<file path="src/hdl/gen_laguerre_poly_eval_top_macros.svh">
// ---------------------------------------------------------------------------
// Assertion macros for the generalized Laguerre evaluator
// Implication checks sampled on clk, disabled while arst_n is low.
// ---------------------------------------------------------------------------
`ifndef GEN_LAGUERRE_POLY_EVAL_TOP_MACROS_SVH
`define GEN_LAGUERRE_POLY_EVAL_TOP_MACROS_SVH

// same-cycle implication
`define GLP_ASSERT_IMP(lbl, ante, cons, msg) \
	lbl: assert property (@(posedge clk) disable iff (!arst_n) (ante) |-> (cons)) \
		else $error(msg);

// next-cycle implication
`define GLP_ASSERT_NXT(lbl, ante, cons, msg) \
	lbl: assert property (@(posedge clk) disable iff (!arst_n) (ante) |=> (cons)) \
		else $error(msg);

`endif

</file>
<file path="src/hdl/glp_pkg.sv">
// ---------------------------------------------------------------------------
// glp_pkg
// Shared constants and types of the Laguerre evaluator.
// ---------------------------------------------------------------------------
package glp_pkg;
	localparam int MAX_ORDER_DEF = 16;
	localparam int NUM_BYTES     = 14;
	localparam int NUM_W         = 8 * NUM_BYTES;

	typedef struct packed {
		logic busy;
		logic done;
	} glp_div_stat_t;
endpackage

</file>
<file path="src/hdl/gen_laguerre_poly_eval_top.sv">
// ---------------------------------------------------------------------------
// gen_laguerre_poly_eval_top
// Generalized Laguerre polynomial with first and second derivative.
// ---------------------------------------------------------------------------
// Usage:
//   cfg channel: write alpha (signed Q16.16) while the block is idle.
//   s_axis: one transaction holds x_point (unsigned Q16.16) and poly_order.
//   m_axis: one transaction per input with value, first and second
//   derivative (signed Q32.32) and the overflow flag in tuser.
// Steps: orders 0 and 1 need no recurrence step; each recurrence step
//   works out three values in turn, each on the shared 35x17 multiplier,
//   then a setup state and the byte-serial divider row, and ends in the
//   step state, so an order n item takes n-1 recurrence steps.
// One item is in work at a time; the next is taken once the result is in
//   the output register, so a stalled receiver holds one result and the
//   block stalls only when a second result is ready.
// Reset clears alpha to zero and empties the output register.
// ---------------------------------------------------------------------------
module gen_laguerre_poly_eval_top #(
	parameter int MAX_ORDER = glp_pkg::MAX_ORDER_DEF
) (
	input  logic         clk,
	input  logic         arst_n,
	input  logic         cfg_valid,
	output logic         cfg_ready,
	input  logic [31:0]  cfg_data,      // alpha
	input  logic         s_axis_tvalid,
	output logic         s_axis_tready,
	input  logic [39:0]  s_axis_tdata,  // x_point[31:0], poly_order[36:32], zero
	output logic         m_axis_tvalid,
	input  logic         m_axis_tready,
	output logic [191:0] m_axis_tdata,  // poly_value, first_derivative,
	                                    // second_derivative
	output logic [0:0]   m_axis_tuser   // overflow
);
	import glp_pkg::*;
`include "gen_laguerre_poly_eval_top_macros.svh"

	localparam int IW = $clog2(MAX_ORDER + 2);
	localparam int OW = (IW > 5) ? IW : 5;

	typedef enum logic [4:0] {
		ST_IDLE = 5'b00001,
		ST_SEL  = 5'b00010,
		ST_MUL  = 5'b00100,
		ST_DVS  = 5'b01000,
		ST_DIV  = 5'b10000
	} state_t;

	state_t state_q;
	logic signed [31:0] alpha_q;
	logic        [31:0] x_q;
	logic [IW-1:0] n_q, i_q;
	logic [1:0]    j_q;
	logic [3:0]    mcnt_q;
	logic signed [63:0] cur_q [3];
	logic signed [63:0] prv_q [3];
	logic signed [63:0] nxt_q [3];
	logic signed [34:0] c_q, d_q;
	logic signed [127:0] acc_q;
	logic        ov_q;
	logic signed [51:0] prod_s1;
	logic [1:0]  psh_s1;
	logic        psub_s1, pv_s1;
	logic        out_valid_q;
	logic [191:0] out_data_q;
	logic        out_ov_q;

	logic        in_acc_c, out_free_c;
	logic [OW-1:0] ord_c;
	logic [IW-1:0] n_c;
	logic signed [34:0] coef_c;
	logic signed [63:0] op_c;
	logic signed [16:0] chunk_c;
	logic signed [51:0] prod_c;
	logic signed [127:0] term_c, acc_init_c, mag_c;
	logic [NUM_W-1:0] quo_c;
	glp_div_stat_t div_stat;
	logic signed [63:0] sat_c;
	logic        sat_ov_c;
	logic signed [34:0] x_ext_c, a_ext_c;

	assign cfg_ready     = 1'b1;
	assign s_axis_tready = (state_q == ST_IDLE);
	assign in_acc_c      = s_axis_tvalid && s_axis_tready;
	assign out_free_c    = !out_valid_q || m_axis_tready;
	assign m_axis_tvalid = out_valid_q;
	assign m_axis_tdata  = out_data_q;
	assign m_axis_tuser  = out_ov_q;

	assign ord_c = OW'(s_axis_tdata[36:32]);
	assign n_c   = (ord_c > OW'(MAX_ORDER)) ? IW'(MAX_ORDER) : IW'(ord_c);

	assign x_ext_c = 35'(signed'({1'b0, x_q}));
	assign a_ext_c = 35'(alpha_q);

	assign coef_c = mcnt_q[2] ? d_q : c_q;
	assign op_c   = mcnt_q[2] ? prv_q[j_q] : cur_q[j_q];

	always_comb begin
		case (mcnt_q[1:0])
			2'd0:    chunk_c = signed'({1'b0, op_c[15:0]});
			2'd1:    chunk_c = signed'({1'b0, op_c[31:16]});
			2'd2:    chunk_c = signed'({1'b0, op_c[47:32]});
			default: chunk_c = signed'({op_c[63], op_c[63:48]});
		endcase
	end

	assign prod_c = coef_c * chunk_c;
	assign term_c = 128'(prod_s1) <<< {psh_s1, 4'b0000};

	always_comb begin
		case (j_q)
			2'd0:    acc_init_c = -(128'(cur_q[0]) <<< 16);
			default: acc_init_c = -(128'(cur_q[1]) <<< 17);
		endcase
	end

	assign mag_c = acc_q[127] ? -acc_q : acc_q;

	glp_div #(.KW(IW)) u_div (
		.clk    (clk),
		.arst_n (arst_n),
		.start  (state_q == ST_DVS),
		.divisor(i_q + IW'(1)),
		.num    (mag_c[127:16]),
		.quo    (quo_c),
		.stat   (div_stat)
	);

	always_comb begin
		if (acc_q[127]) begin
			sat_ov_c = (quo_c[NUM_W-1:64] != '0) || (quo_c[63] && (quo_c[62:0] != '0));
			sat_c    = sat_ov_c ? {1'b1, 63'd0} : -signed'(quo_c[63:0]);
		end else begin
			sat_ov_c = (quo_c[NUM_W-1:63] != '0);
			sat_c    = sat_ov_c ? {1'b0, {63{1'b1}}} : signed'(quo_c[63:0]);
		end
	end

	always_ff @(posedge clk or negedge arst_n) begin
		if (!arst_n) begin
			state_q     <= ST_IDLE;
			alpha_q     <= '0;
			out_valid_q <= 1'b0;
			pv_s1       <= 1'b0;
		end else begin
			if (cfg_valid && cfg_ready) begin
				alpha_q <= cfg_data;
			end
			if ((state_q == ST_SEL) && !(i_q < n_q) && out_free_c) begin
				out_valid_q <= 1'b1;
			end else if (m_axis_tready) begin
				out_valid_q <= 1'b0;
			end
			pv_s1 <= (state_q == ST_MUL) && (mcnt_q < 4'd8);
			case (state_q)
				ST_IDLE: begin
					if (in_acc_c) begin
						state_q <= ST_SEL;
					end
				end
				ST_SEL: begin
					if (i_q < n_q) begin
						state_q <= ST_MUL;
					end else if (out_free_c) begin
						state_q <= ST_IDLE;
					end
				end
				ST_MUL: begin
					if (mcnt_q == 4'd8) begin
						state_q <= ST_DVS;
					end
				end
				ST_DVS: begin
					state_q <= ST_DIV;
				end
				ST_DIV: begin
					if (div_stat.done) begin
						state_q <= (j_q == 2'd2) ? ST_SEL : ST_MUL;
					end
				end
				default: begin
					state_q <= ST_IDLE;
				end
			endcase
		end
	end

	always_ff @(posedge clk) begin
		prod_s1 <= prod_c;
		psh_s1  <= mcnt_q[1:0];
		psub_s1 <= mcnt_q[2];
		case (state_q)
			ST_IDLE: begin
				if (in_acc_c) begin
					x_q      <= s_axis_tdata[31:0];
					n_q      <= n_c;
					i_q      <= IW'(1);
					ov_q     <= 1'b0;
					prv_q[0] <= 64'sd1 <<< 32;
					prv_q[1] <= '0;
					prv_q[2] <= '0;
					cur_q[2] <= '0;
					if (n_c == '0) begin
						cur_q[0] <= 64'sd1 <<< 32;
						cur_q[1] <= '0;
					end else begin
						cur_q[0] <= (64'(a_ext_c) + 64'sd65536
						           - 64'(signed'({1'b0, s_axis_tdata[31:0]}))) <<< 16;
						cur_q[1] <= -(64'sd1 <<< 32);
					end
				end
			end
			ST_SEL: begin
				c_q    <= 35'(signed'({1'b0, i_q, 1'b1, 16'd0})) + a_ext_c - x_ext_c;
				d_q    <= 35'(signed'({1'b0, i_q, 16'd0})) + a_ext_c;
				j_q    <= 2'd0;
				mcnt_q <= '0;
				acc_q  <= '0;
				if (!(i_q < n_q) && out_free_c) begin
					out_data_q <= {cur_q[2], cur_q[1], cur_q[0]};
					out_ov_q   <= ov_q;
				end
			end
			ST_MUL: begin
				mcnt_q <= mcnt_q + 4'd1;
				if (pv_s1) begin
					acc_q <= psub_s1 ? acc_q - term_c : acc_q + term_c;
				end
			end
			ST_DIV: begin
				if (div_stat.done) begin
					nxt_q[j_q] <= sat_c;
					ov_q       <= ov_q | sat_ov_c;
					mcnt_q     <= '0;
					if (j_q == 2'd2) begin
						for (int v = 0; v < 3; v++) begin
							prv_q[v] <= cur_q[v];
						end
						cur_q[0] <= nxt_q[0];
						cur_q[1] <= nxt_q[1];
						cur_q[2] <= sat_c;
						i_q      <= i_q + IW'(1);
					end else begin
						j_q   <= j_q + 2'd1;
						acc_q <= acc_init_c;
					end
				end
			end
			default: begin
			end
		endcase
	end

	`GLP_ASSERT_IMP(a_div_done_in_div, div_stat.done, state_q == ST_DIV, "divider done outside divide")
	`GLP_ASSERT_NXT(a_accept_starts, in_acc_c, state_q == ST_SEL, "accepted item did not start")
	`GLP_ASSERT_IMP(a_step_bound, state_q != ST_IDLE, i_q <= n_q || n_q == '0, "step beyond order")
	`GLP_ASSERT_IMP(a_out_from_sel, $rose(m_axis_tvalid), $past(state_q == ST_SEL), "result without step")
endmodule

</file>
<file path="src/hdl/glp_cell.sv">
// ---------------------------------------------------------------------------
// glp_cell
// One byte cell of the divider row: loads a byte or takes its neighbor's.
// ---------------------------------------------------------------------------
module glp_cell (
	input  logic       clk,
	input  logic       load,
	input  logic       shift,
	input  logic [7:0] load_byte,
	input  logic [7:0] prev_byte,
	output logic [7:0] byte_q
);
	always_ff @(posedge clk) begin
		if (load) begin
			byte_q <= load_byte;
		end else if (shift) begin
			byte_q <= prev_byte;
		end
	end
endmodule

</file>
<file path="src/hdl/glp_div.sv">
// ---------------------------------------------------------------------------
// glp_div
// Unsigned divide of a wide numerator by a small integer, one byte a cycle,
// through a row of byte cells that shift toward the head.
// ---------------------------------------------------------------------------
module glp_div #(
	parameter int KW = 5
) (
	input  logic                    clk,
	input  logic                    arst_n,
	input  logic                    start,
	input  logic [KW-1:0]           divisor,
	input  logic [glp_pkg::NUM_W-1:0] num,
	output logic [glp_pkg::NUM_W-1:0] quo,
	output glp_pkg::glp_div_stat_t  stat
);
	import glp_pkg::*;

	localparam int CW = $clog2(NUM_BYTES + 1);

	logic [7:0]    cell_q [NUM_BYTES];
	logic [7:0]    qbyte_c;
	logic [KW-1:0] rem_q;
	logic [KW-1:0] rem_c;
	logic [KW-1:0] k_q;
	logic [CW-1:0] cnt_q;
	logic          done_q;
	logic          shift_c;

	assign shift_c = (cnt_q != '0);

	always_comb begin
		logic [KW:0] r2;
		r2    = '0;
		rem_c = rem_q;
		for (int b = 7; b >= 0; b--) begin
			r2 = {rem_c, cell_q[NUM_BYTES-1][b]};
			if (r2 >= {1'b0, k_q}) begin
				r2         = r2 - {1'b0, k_q};
				qbyte_c[b] = 1'b1;
			end else begin
				qbyte_c[b] = 1'b0;
			end
			rem_c = r2[KW-1:0];
		end
	end

	for (genvar m = 0; m < NUM_BYTES; m++) begin : g_row
		logic [7:0] prev_c;
		if (m == 0) begin : g_tail
			assign prev_c = qbyte_c;
		end else begin : g_body
			assign prev_c = cell_q[m-1];
		end
		glp_cell u_cell (
			.clk      (clk),
			.load     (start),
			.shift    (shift_c),
			.load_byte(num[8*m +: 8]),
			.prev_byte(prev_c),
			.byte_q   (cell_q[m])
		);
		assign quo[8*m +: 8] = cell_q[m];
	end

	always_ff @(posedge clk or negedge arst_n) begin
		if (!arst_n) begin
			cnt_q  <= '0;
			done_q <= 1'b0;
		end else begin
			done_q <= (cnt_q == CW'(1));
			if (start) begin
				cnt_q <= CW'(NUM_BYTES);
			end else if (shift_c) begin
				cnt_q <= cnt_q - CW'(1);
			end
		end
	end

	always_ff @(posedge clk) begin
		if (start) begin
			rem_q <= '0;
			k_q   <= divisor;
		end else if (shift_c) begin
			rem_q <= rem_c;
		end
	end

	assign stat.busy = shift_c;
	assign stat.done = done_q;
endmodule

</file>
<file path="config.mk">
export PLATFORM = sky130hd
export DESIGN_NAME = gen_laguerre_poly_eval_top
export DESIGN_NICKNAME = d
export VERILOG_FILES = /design/src/hdl/glp_pkg.sv /design/src/hdl/gen_laguerre_poly_eval_top.sv /design/src/hdl/glp_cell.sv /design/src/hdl/glp_div.sv
export VERILOG_INCLUDE_DIRS = /design/src /design/src/hdl
export SDC_FILE = /design/constraint.sdc
export NUM_CORES = 2
export LEC_CHECK = 0
export ABC_AREA = 1
export BUFFER_PORTS_ARGS = -buffer_cell sky130_fd_sc_hd__buf_2
export CORE_MARGIN = 1
export CORE_UTILIZATION = 30
export CTS_CLUSTER_DIAMETER = 200
export DETAILED_ROUTE_END_ITERATION = 6
export RECOVER_POWER = 25
export SLEW_MARGIN = 10
export SYNTH_ARGS = -nofsm -noshare
export SYNTH_HDL_FRONTEND = slang
export SYNTH_SLANG_ARGS = --single-unit
</file>
<file path="constraint.sdc">
create_clock -name clk -period 16.2 [get_ports clk]
set_input_delay 3.24 -clock clk [delete_from_list [all_inputs] [get_ports clk]]
set_output_delay 3.24 -clock clk [all_outputs]
set_load 0.005 [all_outputs]
</file>
Word-level counts from Yosys, hierarchy flattened
Memory sizes are Yosys's and may differ from the RTL's. A register that Yosys moved wholly into a read port is not among the register bits.
Cells that the tools add are included.

cells by class
  add/subtract/negate cells = 23
  multipliers = 1
  divide/modulo/power cells = 0
  magnitude comparators = 11
  equality and inequality tests = 17
  shift operators = 1
  muxes and demuxes = 110
  bitwise gates (word level) = 9
  reductions and logical operators = 30

operators by type and width
  kind                      number
  $mux W128                 6
  $mux W64                  12
  $pmux W128 S3             1
  $mux W8                   28
  $add A128 B128 Y128       1
  $neg A128 Y128            1
  $neg A80 Y128             1
  $neg A81 Y128             1
  $sshl A52 B6 Y128         1
  $sub A128 B128 Y128       1
  $mux W5                   17
  $sub A33 B33 Y34          2
  $neg A64 Y64              1
  $reduce_bool A63 Y1       1
  $mul A35 B17 Y52          1
  $pmux W17 S3              1
  $reduce_bool A49 Y1       1
  $ge A6 B5 Y1              8
  $reduce_bool A48 Y1       1
  $sub A5 B5 Y5             8
  $mux W35                  1
  $add A22 B32 Y33          1
  $add A23 B32 Y33          1
  $add A32 B18 Y33 const B  1
  other kinds (40)          104

word-level totals
  register bits = 661
  latch bits = 0
  memory bits (writable) = 576
  ROM bits = 0
  bits of input ports = 77
  output and inout bits = 196
  logic and storage cells = 241
  memories kept = 3

memories
  name   depth  bits a word  rd ports  clocked after Yosys merged registers in  write ports  RTL line                          RTL
  cur_q  3      64           4         1                                        3            gen_laguerre_poly_eval_top.sv:56  logic signed [63:0] cur_q [3];
  nxt_q  3      64           2         0                                        1            gen_laguerre_poly_eval_top.sv:58  logic signed [63:0] nxt_q [3];
  prv_q  3      64           1         1                                        3            gen_laguerre_poly_eval_top.sv:57  logic signed [63:0] prv_q [3];

Logic depth before layout (Yosys ltp)
  word-level depth = 18
  depth in mapped cells = 80
  mapped depth without buffers = 80

Modules after synthesis
Synthesis repeated with hierarchy kept, for this count alone.

unflattened totals
  cell total of the unflattened synthesis = 12842
  area, all modules = 99425.4 um2

modules (own cells, without submodules)
  module                      instances  cells an instance  area an instance (um2)  sequential area each (um2)
  gen_laguerre_poly_eval_top  1          11940              91644.1                 30615.6
  glp_cell                    14         35                 351.6                   240.2
  glp_div                     1          412                2859.0                  375.4

Worst setup path before layout
No wires, ideal clock.

  path type = flip-flop to flip-flop
  from = register state_q[3]
  to = register acc_q[0] (enable)
  library setup time = 772 ps
  arrival = 14801 ps
  data required time = 15428 ps
  slack = 627 ps
  stages on the path, launching flop included = 6
  path buffers = 0
  clock period less this slack = 15573 ps
  path through = dfrtp_1 -> nor2_1 -> nand2_1 -> nor3_1 -> nor3_1 -> nor3_1

on the way
  word-level cells in the longest chain between the ends = 3
  elaborated cells on any way between the ends = 8
  those cells by class = eq/ne (6); reduce/logical (2)

RTL lines
  element                                                RTL line                           RTL
  start, declared                                        gen_laguerre_poly_eval_top.sv:50   state_t state_q;
  start signal, assigned                                 gen_laguerre_poly_eval_top.sv:180  state_q <= (j_q == 2'd2) ? ST_SEL : ST_MUL;
  $eq A5 B3 Y1 (tied with other cells)                   gen_laguerre_poly_eval_top.sv:194  case (state_q)
  $ne A2 B2 Y1 (no source line) (tied with other cells)  n/a
  $reduce_and A4 Y1 (no source line) *                   n/a
  end signal, assigned                                   gen_laguerre_poly_eval_top.sv:229  acc_q <= psub_s1 ? acc_q - term_c : acc_q + term_c;
  end signal, assigned                                   gen_laguerre_poly_eval_top.sv:247  acc_q <= acc_init_c;
  end, declared                                          gen_laguerre_poly_eval_top.sv:60   logic signed [127:0] acc_q;

Every way passes the cells marked *; elsewhere a longest branch is shown, timed or not.
A chain may end at the register's enable or synchronous reset.

Final worst setup path
  from = register u_div.k_q[1]
  to = register u_div.g_row[0].u_cell.byte_q[0] (data pin)

on the way
  word-level cells in the longest chain between the ends = 18
  elaborated cells on any way between the ends = 25
  those cells by class = add/sub (7); order compare (8); mux (10)

RTL lines
  element                                               RTL line                      RTL
  start, declared                                       glp_div.sv:25                 logic [KW-1:0] k_q;
  start signal, assigned                                glp_div.sv:83                 k_q <= divisor;
  $sub A5 B5 Y5 / $ge A6 B5 Y1 (equally long branches)  glp_div.sv:39, glp_div.sv:38
  $mux W5                                               glp_div.sv:38                 if (r2 >= {1'b0, k_q}) begin
  $sub A5 B5 Y5 / $ge A6 B5 Y1 (equally long branches)  glp_div.sv:39, glp_div.sv:38
  $mux W5                                               glp_div.sv:38
  $sub A5 B5 Y5 / $ge A6 B5 Y1 (equally long branches)  glp_div.sv:39, glp_div.sv:38
  $mux W5                                               glp_div.sv:38
  $sub A5 B5 Y5 / $ge A6 B5 Y1 (equally long branches)  glp_div.sv:39, glp_div.sv:38
  $mux W5                                               glp_div.sv:38
  [2 not listed]                                        n/a
  $sub A5 B5 Y5 / $ge A6 B5 Y1 (equally long branches)  glp_div.sv:39, glp_div.sv:38
  $mux W5                                               glp_div.sv:38
  $sub A5 B5 Y5 / $ge A6 B5 Y1 (equally long branches)  glp_div.sv:39, glp_div.sv:38
  $mux W5                                               glp_div.sv:38
  $ge A6 B5 Y1 *                                        glp_div.sv:38
  $mux W1 *                                             glp_div.sv:38
  $mux W8 *                                             glp_cell.sv:16                end else if (shift) begin
  $mux W8 *                                             glp_cell.sv:14                if (load) begin
  end signal, assigned                                  glp_cell.sv:15                byte_q <= load_byte;
  end signal, assigned                                  glp_cell.sv:17                byte_q <= prev_byte;
  end, declared                                         glp_cell.sv:11                output logic [7:0] byte_q

Every way passes the cells marked *; elsewhere a longest branch is shown, timed or not. The select of a mux whose other input is x is not followed.

==> results.sh <==
export IMPL_path_class="reg -> reg"
export IMPL_grt_pass1_wl_mm=537
export IMPL_holdBufCountCts=0
export IMPL_syn_to_final_growth_pct=11.3
export IMPL_syn_mean_instance_area_um2=8.32
export IMPL_finalNetCount=12400
export IMPL_grt_pass1_vias=76700
export IMPL_start_util_pct=30.2
export IMPL_vias=80800
export IMPL_hold_viol_final=0
export IMPL_ys_seq_area_share_pct=37.1
export IMPL_ys_flop_type="edfxtp_1"
export IMPL_cts_sinks=1172
export IMPL_rsz0062_at_grt="no"
export IMPL_violations="design-rule violations, max-capacitance violations, max-slew violations"
export IMPL_crit_path_end_kind="flip-flop"
export IMPL_period_share_pct=84.1
export IMPL_overflow=0
export IMPL_htreeDepth=4
export IMPL_cts_resized=0
export IMPL_synth_nets=12200
export IMPL_io_pins=273
export IMPL_ant_nets=0
export IMPL_clockRootBuffer="clkbuf_16"
export IMPL_die_area_um2=311000
export IMPL_fp_row_count=203
export IMPL_post_cts_buffers=0
export IMPL_synth_edf_count=1066
export IMPL_yosys_area_share_simple_pct=18.7
export IMPL_yosysTopAreaCell="edfxtp_1"
export IMPL_core_area_um2=307000
export IMPL_crit_path_max_fanout=10
export IMPL_synth_mux_area_share_pct=0.382
export IMPL_synth_common_cells="inv_1, nand2_1, nor2_1"
export IMPL_crit_slowest_cell="edfxtp_1"
export IMPL_syn_inst=11100
export IMPL_synth_xor_area_share_pct=4.03
export IMPL_wire_per_inst_um=24.2
export IMPL_die_y_um=558
export IMPL_crit_arrival_ns=13.95
export IMPL_synth_cell_types=79
export IMPL_post_synth_top_count_cell="inv_1"
export IMPL_grt_max_degree=177
export IMPL_wl_mm=375
export IMPL_cts_buffers=141
export IMPL_critPathRequiredTime_ns=16.52
export IMPL_min_path_cells=0
export IMPL_route_detailed_drc=1
export IMPL_cp_start_kind="flip-flop"
export IMPL_firstDrtPassIters=7
export IMPL_cts_tree="yes"
export IMPL_insertion_delay_ns=0.90
export IMPL_synth_top_cell_area_share_pct=34.5
export IMPL_cts_buffer_depth=4
export IMPL_antenna_found_initial=39
export IMPL_drv_cap=15
export IMPL_synth_ff_latch_count=1172
export IMPL_grt_use_total_pct=23.6
export IMPL_hp_class="reg -> reg"
export IMPL_dp_hpwl_mm=296
export IMPL_skew_ns=0.105
export IMPL_port_buffers=268
export IMPL_crit_top_cell="nand2_1"
export IMPL_status="finished with violations"
export IMPL_max_slew_margin_pct=-386
export IMPL_setup_viol=0
export IMPL_tns_ns=0
export IMPL_rrSetupSlack_ns=2.57
export IMPL_yosys_warnings=0
export IMPL_worstMarginPinSlew_ns=7.29
export IMPL_drv_slew=781
export IMPL_slowest_delay_ns=0.71
export IMPL_die_width_um=558
export IMPL_syn_area_um2=92700
export IMPL_period_needed_ns=13.63
export IMPL_place_gp_congestion=1.02
export IMPL_fmax_mhz=73.4
export IMPL_clkTransAtPathRegs_ns=0.06
export IMPL_synth_top_family_by_area="simple AND/OR/NAND/NOR gates"
export IMPL_ff2ff_path_depth=72
export IMPL_synth_top_cells_by_area="edfxtp_1, fa_1, inv_1"
export IMPL_synth_compound_area_share_pct=12.3
export IMPL_synth_adder_area_share_pct=18.2
export IMPL_drt_iter0_drc=10400
export IMPL_async_reset_ff_share_pct=3.75
export IMPL_drive_above_1_share_pct=6.73
export IMPL_via_per_inst=5.20
-- worst max-delay path: cells and delay by family (launching register included) --
family / cells / cell delay [ns]
AOI/OAI and AO/OA: 18 / 4.07
adders and majority gates: 8 / 3.01
buffers and inverters: 14 / 1.45
DFF: 1 / 0.71
and+or+nand+nor: 32 / 3.87
-- through the flow --
step	area (µm²)	setup WS [ns]	hold slack (ns)	instances	utilization [%]
after floorplan	92700	0.627	0.346	11100	-
after global placement	98900	2.22	0.427	15300	32.3
final	103000	2.57	0.446	15500	33.7
after global routing	103000	0.980	0.458	15500	33.6
after CTS	103000	2.56	0.449	15500	33.7
after detailed placement	98900	2.62	0.433	15300	32.3
-- logic make-up after synthesis --
kind of cell	after synthesis
xor gates and xnor gates	427
muxes	33
other	1
and+or+nand+nor	4124
AOI/OAI and AO/OA	2097
DFF	1172
buffers and inverters	2278
adders and majority gates	1007
-- final cells by class --
cell class              instances  area [µm²]
fillers                     32300      203000
inverters                    1920        7220
clock buffers                 164        3670
diodes                         15        37.5
clock inverters                81         706
multi-input cells            7689       49900
flip-flops and latches       1172       34400
repair buffers                389        2190
well taps                    4100        5130
-- path summary, 6_finish.rpt --
kind,startpoint,endpoint
setup / recovery,u_div.k_q[1],u_div.g_row[0].u_cell.byte_q[0]
hold / removal,cur_q[2][1],m_axis_tdata[129]
setup reg to reg,u_div.k_q[1],u_div.g_row[0].u_cell.byte_q[0]
hold reg to reg,cur_q[2][1],m_axis_tdata[129]
max in group asynchronous,arst_n,alpha_q[6]
min in group asynchronous,arst_n,u_div.cnt_q[1]
-- routing by layer --
metal | part of all wire, % | vias up | wire length (µm) | track usage, %
li1 | - | 36800 | - | -
met1 | 43 | 39500 | 160000 | 33.2
met2 | 43 | 3929 | 160000 | 35.5
met3 | 10 | 535 | 38800 | 4.94
met4 | 4.2 | 20 | 15600 | 8.82
met5 | 0.037 | - | 137 | 0
-- registers in the layout, indices dropped and copies added, names as in the netlist, 32 cells and up, named ones only --
signal,count
prv_q,192
alpha_q,32
d_q,33
acc_q,128
u_div.g_row.u_cell.byte_q,112
prod_s1,52
c_q,34
cur_q,192
x_q,32
nxt_q,128
m_axis_tdata,192
-- cells in the final DEF, fill, tap and decap left out, types with 25 or more instances in the layout --
master and n:
xnor2_1 112, dfxtp_1 57, inv_2 35, o21ai_1 116, nor2_1 1449, nand4_1 99
o211ai_1 30, fa_1 574, buf_4 98, a31oi_1 96, o221ai_1 25, inv_1 1871
buf_2 234, o21bai_1 30, nand2_1 1794, o21a_1 43, edfxtp_1 1066, clkbuf_16 142
nor3_1 153, dfrtp_1 43, or2_2 40, nor4_1 98, a21oi_1 766, nand3_1 322
o21ai_0 838, ha_1 432, clkbuf_1 72, clkinv_1 31, xor2_1 315
Power is not shown: default switching activity piles up to over one toggle a cycle in this logic, so the estimate is an artifact.
